**src/rar_pkg.sv**
```systemverilog
// Shared constants, command codes and unit status type for the rational reducer.
`default_nettype none

package rar_pkg;

  localparam int OPERAND_WIDTH = 16;
  localparam int PROD_W        = 2 * OPERAND_WIDTH;
  // cross-product sum plus headroom for the magnitude of the most negative sum
  localparam int INT_W         = PROD_W + 2;
  localparam int CNT_W         = $clog2(INT_W + 1);
  localparam int RES_W         = 34;

  typedef enum logic [1:0] {
    CMD_ADD = 2'd0,
    CMD_SUB = 2'd1,
    CMD_MUL = 2'd2,
    CMD_DIV = 2'd3
  } cmd_t;

  typedef struct packed {
    logic busy;
    logic done;
  } unit_stat_t;

endpackage

`default_nettype wire

```
**src/rational_arith_reduce.sv**
```systemverilog
// Top level: rational add/sub/mul/div with GCD reduction, sequenced over shared units.
//
// Input channel (in_valid/in_ready): command plus two signed fractions
// a_num/a_den and b_num/b_den. Output channel (out_valid/out_ready): the
// reduced res_num/res_den and status (1 when the result denominator is zero,
// then both parts read 0). A zero numerator yields 0/1. Signs are kept as the
// cross products give them, so res_den may be negative.
// One item is in flight at a time; in_ready is high only while the sequencer
// idles. An item forms two products on the single shared multiplier (three for
// add and subtract), then forms and tests the fraction, runs the binary GCD
// (one shift or subtract a cycle) and two restoring divisions of 34 quotient
// bits each on one shared divider. Zero cases skip GCD and division.
// The result sits in an output register; a new item is accepted while it waits,
// and the sequencer holds in its final step until out_ready frees that register.
// Synchronous reset returns the sequencer to idle and drops out_valid.
`default_nettype none

module rational_arith_reduce (
  input  logic                                     clk,
  input  logic                                     rst,
  input  logic                                     in_valid,
  output logic                                     in_ready,
  input  logic [1:0]                               command,
  input  logic signed [rar_pkg::OPERAND_WIDTH-1:0] a_num,
  input  logic signed [rar_pkg::OPERAND_WIDTH-1:0] a_den,
  input  logic signed [rar_pkg::OPERAND_WIDTH-1:0] b_num,
  input  logic signed [rar_pkg::OPERAND_WIDTH-1:0] b_den,
  output logic                                     out_valid,
  input  logic                                     out_ready,
  output logic signed [rar_pkg::RES_W-1:0]         res_num,
  output logic signed [rar_pkg::RES_W-1:0]         res_den,
  output logic                                     status
);
  import rar_pkg::*;

  typedef enum logic [9:0] {
    S_IDLE  = 10'b0000000001,
    S_MUL0  = 10'b0000000010,
    S_MUL1  = 10'b0000000100,
    S_MUL2  = 10'b0000001000,
    S_FORM  = 10'b0000010000,
    S_CHECK = 10'b0000100000,
    S_GCD   = 10'b0001000000,
    S_DIVN  = 10'b0010000000,
    S_DIVD  = 10'b0100000000,
    S_DONE  = 10'b1000000000
  } state_t;

  state_t state;

  // operand registers
  cmd_t                            cmd_q;
  logic signed [OPERAND_WIDTH-1:0] an_q;
  logic signed [OPERAND_WIDTH-1:0] ad_q;
  logic signed [OPERAND_WIDTH-1:0] bn_q;
  logic signed [OPERAND_WIDTH-1:0] bd_q;

  // shared multiplier and its product registers
  logic signed [OPERAND_WIDTH-1:0] mul_x;
  logic signed [OPERAND_WIDTH-1:0] mul_y;
  logic signed [PROD_W-1:0]        prod;
  logic signed [PROD_W-1:0]        p0;
  logic signed [PROD_W-1:0]        p1;
  logic signed [PROD_W-1:0]        p2;

  // unreduced fraction
  logic signed [INT_W-1:0] num_q;
  logic signed [INT_W-1:0] den_q;
  logic [INT_W-1:0]        mag_n_c;
  logic [INT_W-1:0]        mag_d_c;
  logic [INT_W-1:0]        mag_n;
  logic [INT_W-1:0]        mag_d;
  logic                    neg_n;
  logic                    neg_d;

  // reduced result before it reaches the output register
  logic signed [RES_W-1:0] rn;
  logic signed [RES_W-1:0] rd;
  logic                    st;

  // shared units
  logic             gcd_start;
  logic [INT_W-1:0] gcd_g;
  unit_stat_t       gcd_stat;
  logic             div_start;
  logic [INT_W-1:0] div_dividend;
  logic [INT_W-1:0] div_q;
  unit_stat_t       div_stat;
  logic             neg_sel;
  logic [INT_W-1:0] q_signed;
  logic             out_free;

  assign in_ready = (state == S_IDLE);
  assign out_free = !out_valid || out_ready;

  // Multiplier operand select: first product, cross product, denominator.
  always_comb begin
    mul_x = an_q;
    mul_y = bd_q;
    case (state)
      S_MUL0: begin
        mul_x = an_q;
        mul_y = (cmd_q == CMD_MUL) ? bn_q : bd_q;
      end
      S_MUL1: begin
        mul_x = bn_q;
        mul_y = ad_q;
      end
      S_MUL2: begin
        mul_x = ad_q;
        mul_y = (cmd_q == CMD_DIV) ? bn_q : bd_q;
      end
      default: begin
        mul_x = an_q;
        mul_y = bd_q;
      end
    endcase
  end

  assign prod = PROD_W'(mul_x) * PROD_W'(mul_y);

  assign mag_n_c = num_q[INT_W-1] ? (INT_W'(0) - num_q) : num_q;
  assign mag_d_c = den_q[INT_W-1] ? (INT_W'(0) - den_q) : den_q;

  // Start the GCD only for a nonzero fraction; zero cases finish directly.
  assign gcd_start = (state == S_CHECK) && (num_q != '0) && (den_q != '0);

  // Divide numerator first, then denominator, by the GCD.
  assign div_start    = ((state == S_GCD) && gcd_stat.done) ||
                        ((state == S_DIVN) && div_stat.done);
  assign div_dividend = (state == S_GCD) ? mag_n : mag_d;

  // Restore the computed sign on the quotient.
  assign neg_sel  = (state == S_DIVN) ? neg_n : neg_d;
  assign q_signed = neg_sel ? (INT_W'(0) - div_q) : div_q;

  always_ff @(posedge clk) begin
    if (rst) begin
      state     <= S_IDLE;
      out_valid <= 1'b0;
    end else begin
      // the final step reloads the output register itself
      if (out_valid && out_ready && (state != S_DONE)) begin
        out_valid <= 1'b0;
      end
      case (state)
        S_IDLE: begin
          if (in_valid) begin
            cmd_q <= cmd_t'(command);
            an_q  <= a_num;
            ad_q  <= a_den;
            bn_q  <= b_num;
            bd_q  <= b_den;
            state <= S_MUL0;
          end
        end
        S_MUL0: begin
          p0 <= prod;
          // the second cross product is needed only for add and subtract
          if ((cmd_q == CMD_ADD) || (cmd_q == CMD_SUB)) begin
            state <= S_MUL1;
          end else begin
            state <= S_MUL2;
          end
        end
        S_MUL1: begin
          p1    <= prod;
          state <= S_MUL2;
        end
        S_MUL2: begin
          p2    <= prod;
          state <= S_FORM;
        end
        S_FORM: begin
          case (cmd_q)
            CMD_ADD: num_q <= INT_W'(p0) + INT_W'(p1);
            CMD_SUB: num_q <= INT_W'(p0) - INT_W'(p1);
            default: num_q <= INT_W'(p0);
          endcase
          den_q <= INT_W'(p2);
          state <= S_CHECK;
        end
        S_CHECK: begin
          mag_n <= mag_n_c;
          mag_d <= mag_d_c;
          neg_n <= num_q[INT_W-1];
          neg_d <= den_q[INT_W-1];
          if (den_q == '0) begin
            // zero denominator: flag it and drop both parts
            rn    <= '0;
            rd    <= '0;
            st    <= 1'b1;
            state <= S_DONE;
          end else if (num_q == '0) begin
            rn    <= '0;
            rd    <= RES_W'(1);
            st    <= 1'b0;
            state <= S_DONE;
          end else begin
            st    <= 1'b0;
            state <= S_GCD;
          end
        end
        S_GCD: begin
          if (gcd_stat.done) begin
            state <= S_DIVN;
          end
        end
        S_DIVN: begin
          if (div_stat.done) begin
            rn    <= RES_W'($signed(q_signed));
            state <= S_DIVD;
          end
        end
        S_DIVD: begin
          if (div_stat.done) begin
            rd    <= RES_W'($signed(q_signed));
            state <= S_DONE;
          end
        end
        S_DONE: begin
          // hold until the output register is free
          if (out_free) begin
            res_num   <= rn;
            res_den   <= rd;
            status    <= st;
            out_valid <= 1'b1;
            state     <= S_IDLE;
          end
        end
        default: begin
          state <= S_IDLE;
        end
      endcase
    end
  end

  rar_gcd u_gcd (
    .clk   (clk),
    .rst   (rst),
    .start (gcd_start),
    .a     (mag_n_c),
    .b     (mag_d_c),
    .g     (gcd_g),
    .stat  (gcd_stat)
  );

  rar_div u_div (
    .clk      (clk),
    .rst      (rst),
    .start    (div_start),
    .dividend (div_dividend),
    .divisor  (gcd_g),
    .quotient (div_q),
    .stat     (div_stat)
  );

endmodule

`default_nettype wire

```
**src/rar_gcd.sv**
```systemverilog
// Iterative binary GCD of two nonzero magnitudes, one shift or subtract per cycle.
`default_nettype none

module rar_gcd (
  input  logic                      clk,
  input  logic                      rst,
  input  logic                      start,
  input  logic [rar_pkg::INT_W-1:0] a,
  input  logic [rar_pkg::INT_W-1:0] b,
  output logic [rar_pkg::INT_W-1:0] g,
  output rar_pkg::unit_stat_t       stat
);
  import rar_pkg::*;

  logic [INT_W-1:0] u;
  logic [INT_W-1:0] v;
  logic [CNT_W-1:0] k;
  logic             active;
  logic             done;
  logic             lt;
  logic [INT_W-1:0] diff;

  // odd/odd step: subtract the smaller from the larger
  assign lt   = (u < v);
  assign diff = lt ? (v - u) : (u - v);

  always_ff @(posedge clk) begin
    if (rst) begin
      active <= 1'b0;
      done   <= 1'b0;
    end else begin
      done <= 1'b0;
      if (start) begin
        u      <= a;
        v      <= b;
        k      <= '0;
        active <= 1'b1;
      end else if (active) begin
        if (u == '0) begin
          g      <= v << k;
          active <= 1'b0;
          done   <= 1'b1;
        end else if (v == '0) begin
          g      <= u << k;
          active <= 1'b0;
          done   <= 1'b1;
        end else if (!u[0] && !v[0]) begin
          u <= u >> 1;
          v <= v >> 1;
          k <= k + CNT_W'(1);
        end else if (!u[0]) begin
          u <= u >> 1;
        end else if (!v[0]) begin
          v <= v >> 1;
        end else if (lt) begin
          v <= diff >> 1;
        end else begin
          u <= diff >> 1;
        end
      end
    end
  end

  assign stat.busy = active;
  assign stat.done = done;

endmodule

`default_nettype wire

```
**src/rar_div.sv**
```systemverilog
// Restoring unsigned divider, one quotient bit per cycle.
`default_nettype none

module rar_div (
  input  logic                      clk,
  input  logic                      rst,
  input  logic                      start,
  input  logic [rar_pkg::INT_W-1:0] dividend,
  input  logic [rar_pkg::INT_W-1:0] divisor,
  output logic [rar_pkg::INT_W-1:0] quotient,
  output rar_pkg::unit_stat_t       stat
);
  import rar_pkg::*;

  logic [INT_W:0]   rem;
  logic [INT_W-1:0] dsr;
  logic [CNT_W-1:0] cnt;
  logic             active;
  logic             done;
  logic [INT_W:0]   rem_sh;
  logic [INT_W:0]   trial;

  assign rem_sh = {rem[INT_W-1:0], quotient[INT_W-1]};
  assign trial  = rem_sh - {1'b0, dsr};

  always_ff @(posedge clk) begin
    if (rst) begin
      active <= 1'b0;
      done   <= 1'b0;
    end else begin
      done <= 1'b0;
      if (start) begin
        rem      <= '0;
        quotient <= dividend;
        dsr      <= divisor;
        cnt      <= CNT_W'(INT_W);
        active   <= 1'b1;
      end else if (active) begin
        if (trial[INT_W]) begin
          rem      <= rem_sh;
          quotient <= {quotient[INT_W-2:0], 1'b0};
        end else begin
          rem      <= trial;
          quotient <= {quotient[INT_W-2:0], 1'b1};
        end
        cnt <= cnt - CNT_W'(1);
        if (cnt == CNT_W'(1)) begin
          active <= 1'b0;
          done   <= 1'b1;
        end
      end
    end
  end

  assign stat.busy = active;
  assign stat.done = done;

endmodule

`default_nettype wire

```
**config.mk**
```make
export PLATFORM = sky130hd
export DESIGN_NAME = rational_arith_reduce
export DESIGN_NICKNAME = d
export VERILOG_FILES = /design/src/rar_pkg.sv /design/src/rational_arith_reduce.sv /design/src/rar_gcd.sv /design/src/rar_div.sv
export SDC_FILE = /design/constraint.sdc
export NUM_CORES = 2
export LEC_CHECK = 0
export BUFFER_PORTS_ARGS = -buffer_cell sky130_fd_sc_hd__buf_4
export CORE_UTILIZATION = 60
export CTS_CLUSTER_SIZE = 14
export DETAILED_ROUTE_END_ITERATION = 12
export PLACE_DENSITY = 0.77
export SLEW_MARGIN = 20
export SYNTH_ARGS = -nofsm -noshare
export SYNTH_HDL_FRONTEND = slang
export SYNTH_SLANG_ARGS = --single-unit
export TNS_END_PERCENT = 1
```
**constraint.sdc**
```tcl
create_clock -name clk -period 21 [get_ports clk]
set_input_delay 2.1 -clock clk [delete_from_list [all_inputs] [get_ports clk]]
set_output_delay 2.1 -clock clk [all_outputs]
set_load 0.1 [all_outputs]
```
# Yosys cells after proc, flatten, opt, wreduce, memory -nomap -nowiden

Cells that the tools add are included.

Magnitude comparators: 1
Add/sub/neg operators: 10
Mux-type cells: 69
Eq/ne operators: 26
Reductions and logical operators: 47
Bitwise logic cells: 4
Shifts and indexed selects: 2
$mul: 1

Operator list:

| kind                    | number |
|---|---|
| $mux W34                | 32 |
| $pmux W34 S2            | 3 |
| $logic_not A34 Y1       | 4 |
| $pmux W10 S10           | 1 |
| $mux W10                | 7 |
| $reduce_bool A34 Y1     | 2 |
| $shl A34 B6 Y34         | 2 |
| $sub A1 B34 Y34 const A | 2 |
| $sub A34 B34 Y34        | 2 |
| $pmux W16 S3            | 1 |
| $sub A35 B34 Y35        | 1 |
| $lt A34 B34 Y1          | 1 |
| $add A32 B32 Y33        | 1 |
| $sub A1 B32 Y33 const A | 1 |
| $sub A32 B32 Y33        | 1 |
| $mul A16 B16 Y32        | 1 |
| $mux W16                | 2 |
| $pmux W16 S2            | 1 |
| $mux W6                 | 5 |
| $mux W1                 | 16 |
| $reduce_and A4 Y1       | 4 |
| $reduce_and A5 Y1       | 3 |
| $reduce_and A2 Y1       | 7 |
| $ne A4 B4 Y1 const B    | 3 |
| 30 further kinds        | 57 |

Word-level logic and storage cells: 196
Register bits after elaboration: 667
Output and inout port bits: 71

# Longest topological paths before layout

Depth after elaboration: 10
Depth in mapped cells: 36
Gate-level depth less buffers: 32

# By module

From an unflattened synthesis, not the netlist that was laid out.

Cell total of the unflattened synthesis: 4528
Area, all modules: 47344.2 um2

By module, submodules not included:

| module                | cells each | sequential area each (um2) | area an instance (um2) | instances |
|---|---|---|---|---|
| rational_arith_reduce | 2658       | 13252.7                    | 29681.0                | 1 |
| rar_gcd               | 1306       | 3283.1                     | 11195.7                | 1 |
| rar_div               | 564        | 3283.1                     | 6467.5                 | 1 |

# Least setup slack after synthesis

No wires, ideal clock.

Kind: input port to flip-flop
From: in rst
To: reg den_q[0] (enable)
Data arrival time: 9210 ps
Library setup time: 671 ps
Path slack: 11119 ps
Stages on the path: 3
Cell sequence: clkbuf_1 clkbuf_1 nor4b_1

Longest elaborated chain between the ends: 2

Ends and longest elaborated chain:

| element                     | line                         | source |
|---|---|---|
| start: declaration          | rational_arith_reduce.sv:20  | `input logic rst,` |
| $not A1 Y1 (no line)        | -                            |  |
| $reduce_and A2 Y1 (no line) | -                            |  |
| end signal: assignment      | rational_arith_reduce.sv:180 | `den_q <= INT_W'(p2);` |
| end: declaration            | rational_arith_reduce.sv:68  | `logic signed [INT_W-1:0] den_q;` |

No other way between the ends.
A chain may end at the register's enable or synchronous reset.

# Final worst setup path

From: reg state[5]
To: reg p1[28], data pin

Longest elaborated chain between the ends: 3
Elaborated cells between the ends (all ways): 6

Ends and longest elaborated chain:

| element                                             | line                         | source |
|---|---|---|
| start: declaration                                  | rational_arith_reduce.sv:49  | `state_t state;` |
| start signal: assignment                            | rational_arith_reduce.sv:139 | `state <= S_IDLE;` |
| start signal: assignment                            | rational_arith_reduce.sv:154 | `state <= S_MUL0;` |
| start signal: assignment                            | rational_arith_reduce.sv:161 | `state <= S_MUL1;` |
| $eq A10 B4 Y1, or another cell as far along         | rational_arith_reduce.sv:100 | `case (state)` |
| $pmux W16 S3 / $pmux W16 S2 (equally long branches) | rational_arith_reduce.sv:100 |  |
| $mul A16 B16 Y32 (*)                                | rational_arith_reduce.sv:120 | `assign prod = PROD_W'(mul_x) * PROD_W'(mul_y);` |
| via prod[28]                                        | rational_arith_reduce.sv:61  | `logic signed [PROD_W-1:0] prod;` |
| end signal: assignment                              | rational_arith_reduce.sv:167 | `p1 <= prod;` |
| end: declaration                                    | rational_arith_reduce.sv:63  | `logic signed [PROD_W-1:0] p1;` |

Mark *: on every way through the listed nets, which the timed path passes. The rest lies on a longest branch.

==> impl_metrics.yaml <==
status:
  status: "complete, no violations"
sta:
  period_needed_ns: 9.49
  rsz0062_at_grt: "no"
  finalWorstSetupSlack_ns: 11.51
  tns_ns: 0
  timing.fmax_ghz: 0.105
  min_period_over_period: 0.452
  slew_headroom: 0.286
  slew_violations: 0
  hold_violations: 0
  worst_pin_slew_ns: 1.07
  finClkSkew_ns: 0.0511
  setup_viol: 0
synthesis:
  syn_inst: 4427
  yosys-top-cells-count: "edfxtp_1 (650), nor2_1 (547), inv_1 (454), nand2_1 (386), fa_1 (266)"
  synth-async-reset-ratio: 0
  synth_area_leaders: "edfxtp_1 (42%), fa_1 (12%), ha_1 (6.0%)"
  synth_compound_area_frac: 0.128
  yosysTopAreaCell: "edfxtp_1"
  syn_avg_cell_area_sq_um: 10.4
  synthFlopType: "edfxtp_1"
  syn_area_sq_mm: 0.0461
  synthMuxAreaShare: 0.0295
  synthXorXnorAreaFrac: 0.0549
  synth_seq_cells: 665
  synth_top_area_frac: 0.423
  yosysMostFrequentCell: "edfxtp_1"
  ys_warn_count: 0
  synthAdderAreaFrac: 0.175
  synth_edf_count: 650
  synthDistinctLibCells: 89
  synth_top_family_by_area: "adder cells"
  synth-simple-area-share: 0.128
  synth-seq-area-share: 0.430
clocking:
  cts_tree: "built"
  path_clk_slew_ns: 0.07
  cts.path.max_buffers: 3
  ctsHoldBuffers: 0
  clk-insertion-delay-late_ns: 0.66
  cts_root_buf: "clkbuf_16"
  cts.sinks: 665
  postCtsSetupRepairBufs: 0
  cts_resized: 0
  numCtsBuffers: 71
  h-tree-depth: 3
floorplan:
  ioPinCount: 141
  core_sq_mm: 0.0759
  die_w_microns: 279
  die-area_sq_mm: 0.0779
  fp.dieH_microns: 279
  initial_core_util: 0.607
  rows: 101
run:
  maxCapViolCount: 0
global_route:
  grtUsageTotal: 0.316
  grt_pass1_vias: 33200
  grt.overflow.total: 0
  grt_pass1_wl_mm: 189
  grt_max_degree: 71
  antenna_found_initial: 2
setup_path:
  worst_path_max_delay_cell: "o311ai_0"
  cp_common_cell: "fa_1"
  crit_fanout: 34
  required_ns: 21.33
  critPathMaxStageDelay_ns: 0.56
  worst-setup-path-type: "register to register"
  arrival_ns: 9.81
  worst_setup_path_end_kind: "register"
  worstSetupStartpointType: "register"
drt:
  wl_per_cell_microns: 21.9
  finalWirelength_mm: 123
  ant_nets: 0
  drc: 0
  vias: 34100
  drt_pass1_iterations: 7
  drt_iter0_drc: 3399
  via_per_inst: 6.08
final_layout:
  diodes: 0
  nets: 5076
  area_growth_pct: 10.1
  drive_gt1_frac: 0.0846
  fillers: 5792
placed_design:
  io_buffers: 140
  place.gp.congestion: 1.01
  place_ws_ns: 11.79
  hpwl_mm: 93.1
pwr:
  p_leak_nw: 20.5
  peakVddDrop_v: 0.000266
  powerDensity_mw_per_mm2: 136
  p_total_mw: 6.89
worst_hold_path:
  min_path_type: "register to register"
==> worst max-delay path: cells and delay by family, from the launching register on <==
kind | cells | cell delay, ns
AO/OA/AOI/OAI | 11 | 2.66
adder cells (fa/ha/maj) | 7 | 3.38
buffers and inverters | 7 | 1.05
flip-flops | 1 | 0.35
AND/OR/NAND/NOR | 8 | 1.69
==> worst paths after layout <==
path | from | end | slack (ns) | depth (start not counted)
worst min register to register | u_gcd.g[30]$_SDFFCE_PP0P_ | u_div.dsr[30]$_DFFE_PP_ | 0.41 | 0
worst max register to register | state[5]$_SDFFE_PP0P_ | p1[28]$_DFFE_PP_ | 11.51 | 33
worst min-delay path | u_gcd.g[30]$_SDFFCE_PP0P_ | u_div.dsr[30]$_DFFE_PP_ | 0.41 | 0
worst max-delay path | state[5]$_SDFFE_PP0P_ | p1[28]$_DFFE_PP_ | 11.51 | 33
==> metal layers <==
layer | up-vias | GRT usage | part of all wire | routed length, microns
li1 | 15700 | - | - | -
met1 | 16500 | 0.430 | 0.42 | 51000
met2 | 1554 | 0.502 | 0.46 | 56300
met3 | 307 | 0.0459 | 0.077 | 9430
met4 | 2 | 0.149 | 0.049 | 6010
met5 | - | 0 | 0.00016 | 20
==> cell type report <==
type	instances	area, sq um	area share
multi-input cells	3115	23900	0.471
flip-flops and latches	665	19800	0.391
well taps	1030	1290	0.0254
repair buffers	209	1570	0.0309
inverters	458	1720	0.0339
clock buffers	80	1810	0.0357
clock inverters	48	624	0.0123
==> registers in the layout (all words and copies together) (netlist names), 33 cells and up <==
| register | count |
|---|---|
| res_num | 34 |
| u_div.rem | 34 |
| u_div.dsr | 34 |
| res_den | 34 |
| mag_n | 34 |
| rn | 34 |
| u_gcd.g | 34 |
| u_gcd.u | 34 |
| u_gcd.v | 34 |
| mag_d | 33 |
| u_div.quotient | 34 |
| num_q | 33 |
| rd | 34 |
==> stage by stage <==
| stage | instance area (sq um) | utilization | hold WS [ns] | instances |
|---|---|---|---|---|
| 2_1_floorplan | 46100 | - | 0.400 | 4430 |
| 3_3_place_gp | 48300 | 0.636 | 0.401 | 5477 |
| 5_1_grt | 50700 | 0.668 | 0.409 | 5605 |
| 3_5_place_dp | 48300 | 0.636 | 0.405 | 5477 |
| 6_report | 50700 | 0.668 | 0.407 | 5605 |
| 4_1_cts | 50700 | 0.668 | 0.408 | 5605 |
==> power breakdown <==
group | switching (mW) | internal, mW | leakage, nW
sequential | 0.0132 | 1.95 | 6.02
combinational | 2.28 | 1.34 | 13.3
clock | 0.566 | 0.735 | 1.15
total | 2.86 | 4.03 | 20.5
==> placed cells by master, fill, tap and decap left out, drive strengths merged, types with 16 or more instances in the layout <==
| master | count |
|---|---|
| o21ai | 186 |
| a21o | 83 |
| o21bai | 28 |
| nand3 | 34 |
| or4 | 24 |
| or2 | 20 |
| nor3b | 16 |
| and2 | 25 |
| nand2 | 388 |
| nor4 | 36 |
| ha | 220 |
| o31ai | 42 |
| nand4 | 18 |
| a221oi | 41 |
| a31oi | 76 |
| fa | 266 |
| o21a | 27 |
| nor3 | 49 |
| buf | 209 |
| xor2 | 106 |
| xnor2 | 183 |
| mux2i | 128 |
| inv | 458 |
| edfxtp | 650 |
| clkinv | 34 |
| or3 | 25 |
| o41ai | 19 |
| a211oi | 38 |
| nor2 | 548 |
| a21oi | 228 |
| nor2b | 31 |
| nand2b | 51 |
| clkbuf | 80 |
==> logic make-up after synthesis <==
logic type / after synthesis
compound gates: 898
xor+xnor: 289
fa+ha+maj: 486
buf+inv: 650
flops: 665
mux: 135
other cells: 1
simple gates: 1303
Power figures use the tool's default switching activity.
